File: src/rtl/sleep_package_extractor_top_defines.svh
// Assertion macros used by the sleep package extractor top level.
`ifndef SLEEP_PACKAGE_EXTRACTOR_TOP_DEFINES_SVH
`define SLEEP_PACKAGE_EXTRACTOR_TOP_DEFINES_SVH

`ifndef SYNTHESIS
// Clocked check, disabled while reset is asserted.
`define SPE_ASSERT(lbl, clk, rst_n, prop, msg) \
	lbl: assert property (@(posedge clk) disable iff (!rst_n) (prop)) else $error(msg);
// Clocked check that also holds during reset.
`define SPE_ASSERT_ALWAYS(lbl, clk, prop, msg) \
	lbl: assert property (@(posedge clk) (prop)) else $error(msg);
`else
`define SPE_ASSERT(lbl, clk, rst_n, prop, msg)
`define SPE_ASSERT_ALWAYS(lbl, clk, prop, msg)
`endif

`endif

File: src/rtl/spe_pkg.sv
// Types and constants of the sleep package extractor.
`default_nettype none
package spe_pkg;

	localparam int SLEEP_STATES = 6;
	localparam int STATE_W = 3;

	localparam logic [1:0] CMD_BYTE   = 2'd0;
	localparam logic [1:0] CMD_LOOKUP = 2'd1;
	localparam logic [1:0] CMD_READ   = 2'd2;

	localparam logic [1:0] SEL_A = 2'd0;
	localparam logic [1:0] SEL_B = 2'd1;

	localparam logic [7:0] CH_UNDERSCORE = 8'h5F;
	localparam logic [7:0] CH_S          = 8'h53;
	localparam logic [7:0] CH_ZERO       = 8'h30;
	localparam logic [7:0] BYTE_PREFIX   = 8'h0A;
	localparam logic [7:0] ABSENT        = 8'hFF;

	typedef enum logic [3:0] {
		PH_IDLE     = 4'd0,
		PH_PKG_OP   = 4'd1,
		PH_LEAD     = 4'd2,
		PH_LEN_SKIP = 4'd3,
		PH_COUNT    = 4'd4,
		PH_A_FIRST  = 4'd5,
		PH_A_VALUE  = 4'd6,
		PH_B_FIRST  = 4'd7,
		PH_B_VALUE  = 4'd8
	} phase_t;

	typedef struct packed {
		logic [1:0]         command;
		logic [7:0]         table_byte;
		logic               last_byte;
		logic [1:0]         register_select;
		logic [7:0]         sleep_type_value;
		logic [STATE_W-1:0] state_index;
	} req_t;

	typedef struct packed {
		logic [STATE_W-1:0] found_state;
		logic [7:0]         entry_value;
	} res_t;

	// Table write strobes from one tracker; data is the current byte.
	typedef struct packed {
		logic we_a;
		logic we_b;
	} spe_wr_t;

endpackage
`default_nettype wire

File: src/rtl/spe_tracker.sv
// Per-state package tracker: walks one _Sn_ package and strobes its two entries.
`default_nettype none
module spe_tracker (
	input  wire logic            clk,
	input  wire logic            arst_n,
	input  wire logic            step,
	input  wire logic            restart,
	input  wire logic            last,
	input  wire logic            start,
	input  wire logic [7:0]      data,
	output spe_pkg::spe_wr_t     wr
);
	import spe_pkg::*;

	phase_t     phase_q, phase_cur, phase_adv, phase_d;
	logic [1:0] skip_q, skip_cur, skip_adv, skip_d;

	always_comb begin
		phase_cur = restart ? PH_IDLE : phase_q;
		skip_cur  = restart ? 2'd0 : skip_q;
		phase_adv = phase_cur;
		skip_adv  = skip_cur;
		wr        = '0;
		unique case (phase_cur)
			PH_PKG_OP: phase_adv = PH_LEAD;
			PH_LEAD: begin
				skip_adv  = data[7:6];
				phase_adv = (data[7:6] != 2'd0) ? PH_LEN_SKIP : PH_COUNT;
			end
			PH_LEN_SKIP: begin
				skip_adv = skip_cur - 2'd1;
				if (skip_cur == 2'd1) begin
					phase_adv = PH_COUNT;
				end
			end
			PH_COUNT: phase_adv = PH_A_FIRST;
			PH_A_FIRST: begin
				if (data == BYTE_PREFIX) begin
					phase_adv = PH_A_VALUE;
				end else begin
					wr.we_a   = step;
					phase_adv = PH_B_FIRST;
				end
			end
			PH_A_VALUE: begin
				wr.we_a   = step;
				phase_adv = PH_B_FIRST;
			end
			PH_B_FIRST: begin
				if (data == BYTE_PREFIX) begin
					phase_adv = PH_B_VALUE;
				end else begin
					wr.we_b   = step;
					phase_adv = PH_IDLE;
				end
			end
			PH_B_VALUE: begin
				wr.we_b   = step;
				phase_adv = PH_IDLE;
			end
			default: phase_adv = PH_IDLE;
		endcase

		phase_d = phase_adv;
		skip_d  = skip_adv;
		if (start) begin
			phase_d = PH_PKG_OP;
			skip_d  = 2'd0;
		end
		if (last) begin
			phase_d = PH_IDLE;
			skip_d  = 2'd0;
		end
	end

	always_ff @(posedge clk or negedge arst_n) begin
		if (!arst_n) begin
			phase_q <= PH_IDLE;
			skip_q  <= 2'd0;
		end else if (step) begin
			phase_q <= phase_d;
			skip_q  <= skip_d;
		end
	end

endmodule
`default_nettype wire

File: src/rtl/spe_table.sv
// Sleep type table: A and B entries per state, clear on new table, lookup and read.
`default_nettype none
module spe_table (
	input  wire logic                                        clk,
	input  wire logic                                        arst_n,
	input  wire logic                                        clear,
	input  wire logic [7:0]                                  data,
	input  wire spe_pkg::spe_wr_t [spe_pkg::SLEEP_STATES-1:0] wr,
	input  wire logic [1:0]                                  register_select,
	input  wire logic [7:0]                                  sleep_type_value,
	input  wire logic [spe_pkg::STATE_W-1:0]                 state_index,
	output logic [spe_pkg::STATE_W-1:0]                      found_state,
	output logic [7:0]                                       entry_value
);
	import spe_pkg::*;

	logic [7:0] tbl_a_q [SLEEP_STATES];
	logic [7:0] tbl_b_q [SLEEP_STATES];
	logic [7:0] tbl_a_d [SLEEP_STATES];
	logic [7:0] tbl_b_d [SLEEP_STATES];

	always_comb begin
		for (int n = 0; n < SLEEP_STATES; n++) begin
			tbl_a_d[n] = clear ? ABSENT : tbl_a_q[n];
			tbl_b_d[n] = clear ? ABSENT : tbl_b_q[n];
			if (wr[n].we_a) begin
				tbl_a_d[n] = data;
			end
			if (wr[n].we_b) begin
				tbl_b_d[n] = data;
			end
		end
	end

	always_ff @(posedge clk or negedge arst_n) begin
		if (!arst_n) begin
			for (int n = 0; n < SLEEP_STATES; n++) begin
				tbl_a_q[n] <= ABSENT;
				tbl_b_q[n] <= ABSENT;
			end
		end else begin
			for (int n = 0; n < SLEEP_STATES; n++) begin
				tbl_a_q[n] <= tbl_a_d[n];
				tbl_b_q[n] <= tbl_b_d[n];
			end
		end
	end

	// lowest matching state wins: scan downward, last hit stays
	always_comb begin
		found_state = '0;
		entry_value = ABSENT;
		for (int n = SLEEP_STATES - 1; n >= 0; n--) begin
			if ((register_select == SEL_A && tbl_a_q[n] == sleep_type_value) ||
			    (register_select == SEL_B && tbl_b_q[n] == sleep_type_value)) begin
				found_state = STATE_W'(n);
			end
		end
		for (int n = 0; n < SLEEP_STATES; n++) begin
			if (state_index == STATE_W'(n)) begin
				if (register_select == SEL_A) begin
					entry_value = tbl_a_q[n];
				end else if (register_select == SEL_B) begin
					entry_value = tbl_b_q[n];
				end
			end
		end
	end

endmodule
`default_nettype wire

File: src/rtl/sleep_package_extractor_top.sv
// Top level of the sleep package extractor: request register, name matcher, result register.
//
// Requests stream in one per cycle: DSDT body bytes (command 0) build a table
// of SLP_TYP values for control blocks A and B of each sleep state, and lookup
// (command 1) or read (command 2) requests return one result each; command 3
// is dropped. A request is taken into a request register, worked there by the
// name matcher, six package trackers and the table, and a result lands in the
// result register. Sustained rate is one request per cycle; only a result
// register that is held by res_stall while a new lookup or read waits stops
// intake. Byte requests flow on past a stalled result. The first byte after
// reset or after a byte marked last resets the table to 0xFF in that same
// cycle, so no clearing pass is needed.
`default_nettype none
`include "sleep_package_extractor_top_defines.svh"
module sleep_package_extractor_top (
	input  wire logic          clk,
	input  wire logic          arst_n,
	input  wire logic          req_valid,
	output logic               req_stall,
	input  wire spe_pkg::req_t req,
	output logic               res_valid,
	input  wire logic          res_stall,
	output spe_pkg::res_t      res
);
	import spe_pkg::*;

	// request register
	logic  valid_s1;
	req_t  req_s1;

	// scan state
	logic [23:0]             hist_q;
	logic [SLEEP_STATES-1:0] found_q;
	logic                    pending_q;

	// result register
	logic  res_valid_q;
	res_t  res_q;

	logic                    needs_res, adv, accept, byte_step, restart;
	logic [23:0]             hist_cur;
	logic [SLEEP_STATES-1:0] found_cur, start;
	spe_wr_t [SLEEP_STATES-1:0] wr;
	logic [STATE_W-1:0]      lookup_state;
	logic [7:0]              read_value;

	assign needs_res = valid_s1 && (req_s1.command == CMD_LOOKUP ||
	                                req_s1.command == CMD_READ);
	// a request with a result moves on only when the result slot frees
	assign adv       = valid_s1 && (!needs_res || !res_valid_q || !res_stall);
	assign req_stall = valid_s1 && !adv;
	assign accept    = req_valid && !req_stall;
	assign byte_step = adv && req_s1.command == CMD_BYTE;
	assign restart   = byte_step && pending_q;

	// name match: history holds the three bytes before the current one
	always_comb begin
		hist_cur  = restart ? 24'd0 : hist_q;
		found_cur = restart ? '0 : found_q;
		for (int n = 0; n < SLEEP_STATES; n++) begin
			start[n] = byte_step && !found_cur[n] &&
			           hist_cur == {CH_UNDERSCORE, CH_S, 8'(CH_ZERO + 8'(n))} &&
			           req_s1.table_byte == CH_UNDERSCORE;
		end
	end

	for (genvar g = 0; g < SLEEP_STATES; g++) begin : g_trk
		spe_tracker u_trk (
			.clk     (clk),
			.arst_n  (arst_n),
			.step    (byte_step),
			.restart (restart),
			.last    (req_s1.last_byte),
			.start   (start[g]),
			.data    (req_s1.table_byte),
			.wr      (wr[g])
		);
	end

	spe_table u_tbl (
		.clk              (clk),
		.arst_n           (arst_n),
		.clear            (restart),
		.data             (req_s1.table_byte),
		.wr               (wr),
		.register_select  (req_s1.register_select),
		.sleep_type_value (req_s1.sleep_type_value),
		.state_index      (req_s1.state_index),
		.found_state      (lookup_state),
		.entry_value      (read_value)
	);

	always_ff @(posedge clk or negedge arst_n) begin
		if (!arst_n) begin
			valid_s1 <= 1'b0;
		end else if (accept) begin
			valid_s1 <= 1'b1;
		end else if (adv) begin
			valid_s1 <= 1'b0;
		end
	end

	always_ff @(posedge clk) begin
		if (accept) begin
			req_s1 <= req;
		end
	end

	always_ff @(posedge clk or negedge arst_n) begin
		if (!arst_n) begin
			hist_q    <= 24'd0;
			found_q   <= '0;
			pending_q <= 1'b1;
		end else if (byte_step) begin
			hist_q    <= {hist_cur[15:0], req_s1.table_byte};
			found_q   <= found_cur | start;
			pending_q <= req_s1.last_byte;
		end
	end

	always_ff @(posedge clk or negedge arst_n) begin
		if (!arst_n) begin
			res_valid_q <= 1'b0;
		end else if (adv && needs_res) begin
			res_valid_q <= 1'b1;
		end else if (!res_stall) begin
			res_valid_q <= 1'b0;
		end
	end

	always_ff @(posedge clk) begin
		if (adv && needs_res) begin
			if (req_s1.command == CMD_LOOKUP) begin
				res_q.found_state <= lookup_state;
				res_q.entry_value <= 8'd0;
			end else begin
				res_q.found_state <= '0;
				res_q.entry_value <= read_value;
			end
		end
	end

	assign res_valid = res_valid_q;
	assign res       = res_q;

	`SPE_ASSERT(a_last_sets_pending, clk, arst_n, (byte_step && req_s1.last_byte) |=> pending_q, "last byte did not arm table restart")
	`SPE_ASSERT(a_found_grows, clk, arst_n, !restart |=> ((found_q & $past(found_q)) == $past(found_q)), "found bit dropped without a table restart")
	`SPE_ASSERT(a_result_held, clk, arst_n, (res_valid_q && res_stall) |=> (res_valid_q && $stable(res_q)), "held result overwritten")

endmodule
`default_nettype wire

File: config.mk
export PLATFORM = sky130hd
export DESIGN_NAME = sleep_package_extractor_top
export DESIGN_NICKNAME = d
export VERILOG_FILES = /design/src/rtl/spe_pkg.sv /design/src/rtl/spe_tracker.sv /design/src/rtl/spe_table.sv /design/src/rtl/sleep_package_extractor_top.sv
export VERILOG_INCLUDE_DIRS = /design/src /design/src/rtl
export SDC_FILE = /design/constraint.sdc
export NUM_CORES = 1
export LEC_CHECK = 0
export BUFFER_PORTS_ARGS = -buffer_cell sky130_fd_sc_hd__buf_2
export CAP_MARGIN = 20
export CORE_MARGIN = 8
export CORE_UTILIZATION = 58
export CTS_BUF_LIST = sky130_fd_sc_hd__clkbuf_8
export CTS_CLUSTER_DIAMETER = 200
export CTS_CLUSTER_SIZE = 14
export DETAILED_ROUTE_END_ITERATION = 8
export PLACE_DENSITY = 0.83
export SYNTH_ARGS = -nofsm -noshare
export SYNTH_HDL_FRONTEND = slang
export SYNTH_HIERARCHICAL = 1
export SYNTH_SLANG_ARGS = --single-unit
File: constraint.sdc
create_clock -name clk -period 2.75 [get_ports clk]
set_input_delay 0.275 -clock clk [delete_from_list [all_inputs] [get_ports clk]]
set_output_delay 0.275 -clock clk [all_outputs]
set_load 0.02 [all_outputs]
== Word-level counts from Yosys, hierarchy flattened ==
Index checks and enable logic that the tools add are counted.

* Register bits: 200
* Output and inout bits: 13
* Logic and storage cells: 319

* Add/sub/neg operators: 6
* Eq/ne operators: 83
* Muxes and demuxes: 112
* Bitwise gates (word level): 2
* Reductions and logical operators: 77

{| class="wikitable"
|+ Operators by type and width
! operator !! number
|-
| $mux 8 || 31
|-
| $pmux 4 s7 || 6
|-
| $eq 24x23->1 const B || 6
|-
| $mux 4 || 25
|-
| $eq 4x3->1 const B || 24
|-
| $eq 8x8->1 || 12
|-
| $eq 4x2->1 const B || 12
|-
| $mux 2 || 20
|-
| $logic_and 1x1->1 || 37
|-
| $reduce_bool 2->1 || 14
|-
| $eq 4x1->1 const B || 6
|-
| $eq 4x4->1 const B || 6
|-
| $mux 24 || 1
|-
| $pmux 1 s2 || 12
|-
| $pmux 2 s2 || 6
|-
| $eq 2x1->1 const B || 8
|-
| $sub 2x1->2 const B || 6
|-
| $logic_not 1->1 || 11
|-
| $logic_or 1x1->1 || 9
|-
| $mux 3 || 3
|-
| $eq 8x4->1 const B || 1
|-
| $eq 8x7->1 const B || 1
|-
| $mux 1 || 7
|-
| $eq 3x2->1 const B || 2
|-
| other kinds (12) || 14
|}

== Longest topological paths before layout ==
* Depth after elaboration: 19
* Gate-level depth with buffers: 12

== Modules after synthesis ==
The synthesis kept the hierarchy.

{| class="wikitable"
|+ By module, submodules not included
! module !! times used !! cells an instance !! area an instance (µm²) !! sequential area each (µm²)
|-
| spe_table || 1 || 652 || 5947.0 || 2522.4
|-
| spe_tracker || 6 || 60 || 491.7 || 150.1
|-
| sleep_package_extractor_top || 1 || 221 || 2748.9 || 1878.1
|}

== Worst setup path before layout ==
OpenSTA, ideal clock, no wires.

* Path kind: flip-flop to flip-flop
* From: reg req_s1[22] (netlist name)
* To: reg g_trk[0].u_trk.phase_q[2]
* Library setup time: 95 ps
* Arrival: 2753 ps
* Data required time: 2655 ps
* Setup slack: -98 ps
* Stages on the path, launching flop included: 10
* Buffers on the path: 1
* Clock period less this slack: 2848 ps
* Cells stage by stage: edfxtp_1 inv_1 ha_1 nand3_1 nand3_1 inv_2 buf_2 or3b_1 or3_4 o32ai_2

* Cells in the longest elaborated chain, start to end: 16
* Elaborated cells between the ends (all ways): 32
* Those cells by class: eq/ne: 11; mux: 8; reduce/logical: 13

{| class="wikitable"
|+ RTL lines
! element !! line !! text
|-
| start: declaration || sleep_package_extractor_top.sv:29 || <nowiki>req_t req_s1;</nowiki>
|-
| start signal: assignment || sleep_package_extractor_top.sv:105 || <nowiki>req_s1 <= req;</nowiki>
|-
| $eq 2x1->1 / $eq 2x2->1 (equally long branches) || sleep_package_extractor_top.sv:47, sleep_package_extractor_top.sv:48 ||
|-
| $logic_or 1x1->1 || sleep_package_extractor_top.sv:47 || <nowiki>assign needs_res = valid_s1 && (req_s1.command == CMD_LOOKUP ||</nowiki>
|-
| $logic_and 1x1->1 || sleep_package_extractor_top.sv:47 ||
|-
| $logic_not 1->1 || sleep_package_extractor_top.sv:50 || <nowiki>assign adv = valid_s1 && (!needs_res || !res_valid_q || !res_stall);</nowiki>
|-
| $logic_or 1x1->1 (2 in series) || sleep_package_extractor_top.sv:50 ||
|-
| $logic_and 1x1->1 || sleep_package_extractor_top.sv:50 ||
|-
| $logic_and 1x1->1 (*) || sleep_package_extractor_top.sv:53 || <nowiki>assign byte_step = adv && req_s1.command == CMD_BYTE;</nowiki>
|-
| via byte_step || sleep_package_extractor_top.sv:40 || <nowiki>logic needs_res, adv, accept, byte_step, restart;</nowiki>
|-
| parallel branches: the longest is 8 deep, another holds $pmux 4 s7 || -- ||
|-
| end signal: assignment || spe_tracker.sv:81 || <nowiki>phase_q <= phase_d;</nowiki>
|-
| end: declaration || spe_tracker.sv:15 || <nowiki>phase_t phase_q, phase_cur, phase_adv, phase_d;</nowiki>
|}

Mark *: on every way through the listed nets, which the timed path passes.
A chain may end at the register's enable or synchronous reset.

== Worst setup path after layout ==
* From: reg req_s1[22] (netlist name)
* To: reg g_trk[2].u_trk.phase_q[0]

* Cells in the longest elaborated chain, start to end: 16
* Elaborated cells between the ends (all ways): 32
* Those cells by class: eq/ne: 11; mux: 8; reduce/logical: 13

{| class="wikitable"
|+ RTL lines
! element !! line !! text
|-
| $eq 2x1->1 / $eq 2x2->1 (equally long branches) || sleep_package_extractor_top.sv:47, sleep_package_extractor_top.sv:48 ||
|-
| $logic_or 1x1->1 || sleep_package_extractor_top.sv:47 ||
|-
| $logic_and 1x1->1 || sleep_package_extractor_top.sv:47 ||
|-
| $logic_not 1->1 || sleep_package_extractor_top.sv:50 ||
|-
| $logic_or 1x1->1 (2 in series) || sleep_package_extractor_top.sv:50 ||
|-
| $logic_and 1x1->1 || sleep_package_extractor_top.sv:50 ||
|-
| $logic_and 1x1->1 (*) || sleep_package_extractor_top.sv:53 ||
|-
| $logic_and 1x1->1 (*) || sleep_package_extractor_top.sv:54 || <nowiki>assign restart = byte_step && pending_q;</nowiki>
|-
| via restart || sleep_package_extractor_top.sv:40 ||
|-
| parallel branches: the longest is 5 deep, another holds $pmux 4 s7 || -- ||
|-
| $mux 4 (*) || spe_tracker.sv:66 || <nowiki>if (start) begin</nowiki>
|-
| $mux 4 (*) || spe_tracker.sv:70 || <nowiki>if (last) begin</nowiki>
|-
| end signal: assignment || spe_tracker.sv:81 ||
|-
| end: declaration || spe_tracker.sv:15 ||
|}

Marked as above.

==> insert_results.sql <==
INSERT INTO impl_metrics (metric_group, metric, value, unit) VALUES
('status', 'status', 'complete, no violations', ''),
('floorplan', 'top_level_ports', '41', ''),
('synth', 'synthArstFlopShare', '82.5', '%'),
('setup_path', 'critical_path_peak_fanout', '22', ''),
('floorplan', 'dieWidth', '158', 'um'),
('drt', 'ant_nets', '0', ''),
('synth', 'post_synthesis_share_of_cell_area_spent_on_xor_and_xnor_gates', '7.22', '%'),
('clock_network', 'cts_htree_levels', '4', ''),
('synth', 'synth_area_leader_cell', 'dfstp_2', ''),
('global_routing', 'vias_in_the_first_global_route', '9459', ''),
('timing', 'finalSetupViolCount', '0', ''),
('floorplan', 'design.core.area', '20000', 'um^2'),
('synth', 'synth.top_cell.area_share', '21.9', '%'),
('setup_path', 'critPathCaptureType', 'flop', ''),
('place', 'dpl-instance-area', '12200', 'um^2'),
('pwr', 'worst_ir_drop_vdd', '423', 'uV'),
('floorplan', 'floorplan.die_area', '24900', 'um^2'),
('place', 'routabilityCongestion', '0.909', ''),
('synth', 'mappedNetlistNets', '1269', ''),
('synth', 'synthesized_area_fraction_occupied_by_and_or_nand_nor_cells', '24.3', '%'),
('floorplan', 'number_of_placement_rows', '52', ''),
('drt', 'detailroute.via_count', '9609', ''),
('synth', 'synth_commonest_cells', 'nand2_1 (216), o21ai_0 (140), nor2_1 (123)', ''),
('min_path', 'hold_path.startpoint', 'req[3]', ''),
('cells_and_area', 'layout-drive-gt1-share', '21.7', '%'),
('synth', 'synth.ff_latch_count', '200', ''),
('setup_path', 'critical_path.max_stage_delay', '0.50', 'ns'),
('cells_and_area', 'post-route-util', '65.4', '%'),
('timing', 'timing.final.crit_period', '2.62', 'ns'),
('clock_network', 'clk_pin_slew', '0.12', 'ns'),
('clock_network', 'clockRootBuffer', 'clkbuf_8', ''),
('synth', 'syn-mean-instance-area', '9.45', 'um^2'),
('timing', 'max_slew.worst_pin.slew', '0.743', 'ns'),
('drt', 'detail_route.first_pass.iterations', '6', ''),
('drt', 'wire_per_inst', '19.4', 'um'),
('synth', 'synth_top_family_by_area', 'simple AND/OR/NAND/NOR gates', ''),
('timing', 'max_slew_margin', '50.5', '%'),
('place', 'dp_hpwl', '20100', 'um'),
('place', 'port-buffer-count', '40', ''),
('timing', 'achievable-frequency', '382', 'MHz'),
('floorplan', 'vertical_extent_of_the_die', '158', 'um'),
('cells_and_area', 'finalNetCount', '1329', ''),
('synth', 'synth_edf_count', '35', ''),
('clock_network', 'tritoncts', 'done', ''),
('pwr', 'total_leakage_power', '4.91', 'nW'),
('global_routing', 'globalRouteTotalUtil', '25.3', '%'),
('floorplan', 'initial_core_utilization', '58.3', '%'),
('setup_path', 'reg2reg_from', 'req_s1[22]', ''),
('drt', 'drc_errors', '0', ''),
('synth', 'compound_gate_fraction_of_synth_area', '12.9', '%'),
('setup_path', 'critical_path.startpoint_type', 'flop', ''),
('setup_path', 'crit_top_cell', 'ha_1', ''),
('synth', 'synth_ff_type', 'dfstp_2', ''),
('synth', 'syn_inst', '1233', ''),
('cells_and_area', 'area_overhead_vs_synth', '12.1', '%'),
('setup_path', 'worst_path_max_delay_cell', 'a2111oi_0', ''),
('global_routing', 'grt_first_pass_wirelength', '49400', 'um'),
('timing', 'final_worst_clock_skew', '0.0175', 'ns'),
('synth', 'synth.yosys.seq_area_share', '45.5', '%'),
('synth', 'yosys.cell_count.top_type', 'nand2_1', ''),
('drt', 'post_drt_via_cell_ratio', '6.09', ''),
('timing', 'finalMaxSlewViolations', '0', ''),
('setup_path', 'critical_path_arrival', '2.96', 'ns'),
('clock_network', 'tritoncts.num_buffers', '17', ''),
('global_routing', 'grt_overflow_total', '0', ''),
('synth', 'yosysWarnings', '6', ''),
('pwr', 'power_density', '723', 'nW/um^2'),
('timing', 'post-route-period-util', '95.3', '%'),
('synth', 'post_synth_fa_ha_maj_area_fraction', '0.859', '%'),
('run', 'drv_cap', '0', ''),
('setup_path', 'path_cells', 'inv_1, ha_1, nand3_2, nand2_2, clkinvlp_4, buf_12, nor2b_1, ha_1, nand2_1, o311a_1, a2111oi_0, o22ai_1', '');
[power by group]
group | internal, W | switching, W | total (W)
Combinational | 0.00117 | 0.00119 | 0.00235
Clock | 0.000870 | 0.00117 | 0.00204
Sequential | 0.00421 | 0.000836 | 0.00504
[per-stage QoR]
step | power [W] | std cells | hold slack (ns) | setup TNS, ns | worst slack, ns
after global routing | 0.00993 | 1576 | 0.0104 | 0 | 0.0175
after floorplan | 0.00653 | 1233 | -0.0206 | -0.00371 | -0.00371
after detailed placement | 0.00731 | 1513 | 0.314 | 0 | 0.0199
after CTS | 0.00939 | 1575 | 0.000725 | 0 | 0.0828
final | 0.00944 | 1577 | 0.0253 | 0 | 0.130
after global placement | 0.00717 | 1513 | 0.310 | 0 | 0.104
[flip-flops by register name, indices dropped and copies added (netlist names)]
name	flops
found_q	6
valid_s1	1
g_trk.u_trk/phase_q	24
hist_q	24
u_tbl/tbl_a_q	48
res	11
pending_q	1
res_valid	1
u_tbl/tbl_b_q	48
g_trk.u_trk/skip_q	12
req_s1	24
[what timing repair did]
item | 4_1_cts | 5_1_grt
setup endpoints to repair | 1 | 73
gates resized for setup | 0 | 27
setup buffers | 5 | 1
hold buffers | 25 | 0
hold endpoints to repair | 67 | 0
[cells in the final DEF (no fill, tap or decap), types with 26 or more instances in the layout]
cell | Yosys | final
inv_1 | 30 | 29
nor2_1 | 123 | 122
dfrtp_1 | 68 | 68
o21ai_0 | 140 | 138
nor2b_1 | 26 | 26
edfxtp_1 | 35 | 35
nand2_1 | 216 | 215
xor2_1 | 41 | 41
xnor2_1 | 55 | 55
buf_4 | 2 | 39
buf_2 | 17 | 39
dfstp_2 | 97 | 97
[kinds of logic after synthesis]
family,after synthesis
flip-flops,200
AND/OR/NAND/NOR,555
multiplexers,39
adder cells (fa/ha/maj),8
AO/OA/AOI/OAI,234
buffers and inverters,101
XOR/XNOR,96
[cell type report]
class / count / area [um^2]
fill: 1479 / 6920
timing repair buffer: 111 / 872
inverter: 31 / 120
antenna: 1 / 2.50
multi-input combinational: 932 / 5990
clock buffer: 17 / 234
tap: 270 / 338
sequential: 200 / 5300
clock inverter: 15 / 201
[metal layers]
| layer | GRT usage (%) | vias up | part of all wire, % |
|---|---|---|---|
| li1 | - | 4454 | - |
| met4 | 9.75 | 0 | 3.1 |
| met2 | 41.8 | 427 | 49 |
| met5 | 0 | - | 0 |
| met1 | 32.1 | 4653 | 41 |
| met3 | 5.35 | 75 | 7.7 |
[final timing paths]
kind / to / slack (ns) / depth (start not counted)
max in group asynchronous: u_tbl/tbl_b_q[25] / 1.53 / 3
hold reg to reg: hist_q[22] / 0.48 / 2
setup reg to reg: g_trk[2].u_trk/phase_q[0] / 0.13 / 12
hold / removal: req_s1[3] / 0.03 / 1
setup / recovery: g_trk[2].u_trk/phase_q[0] / 0.13 / 12
min in group asynchronous: g_trk[5].u_trk/phase_q[0] / 0.36 / 2
[worst max-delay path: cells and delay by family (launching register included)]
kind	cells	cell delay, ns
AO/OA/AOI/OAI	3	0.80
AND/OR/NAND/NOR	4	0.40
adder cells (fa/ha/maj)	2	0.51
flip-flops	1	0.39
buffers and inverters	3	0.36
Power figures use the tool's default switching activity.
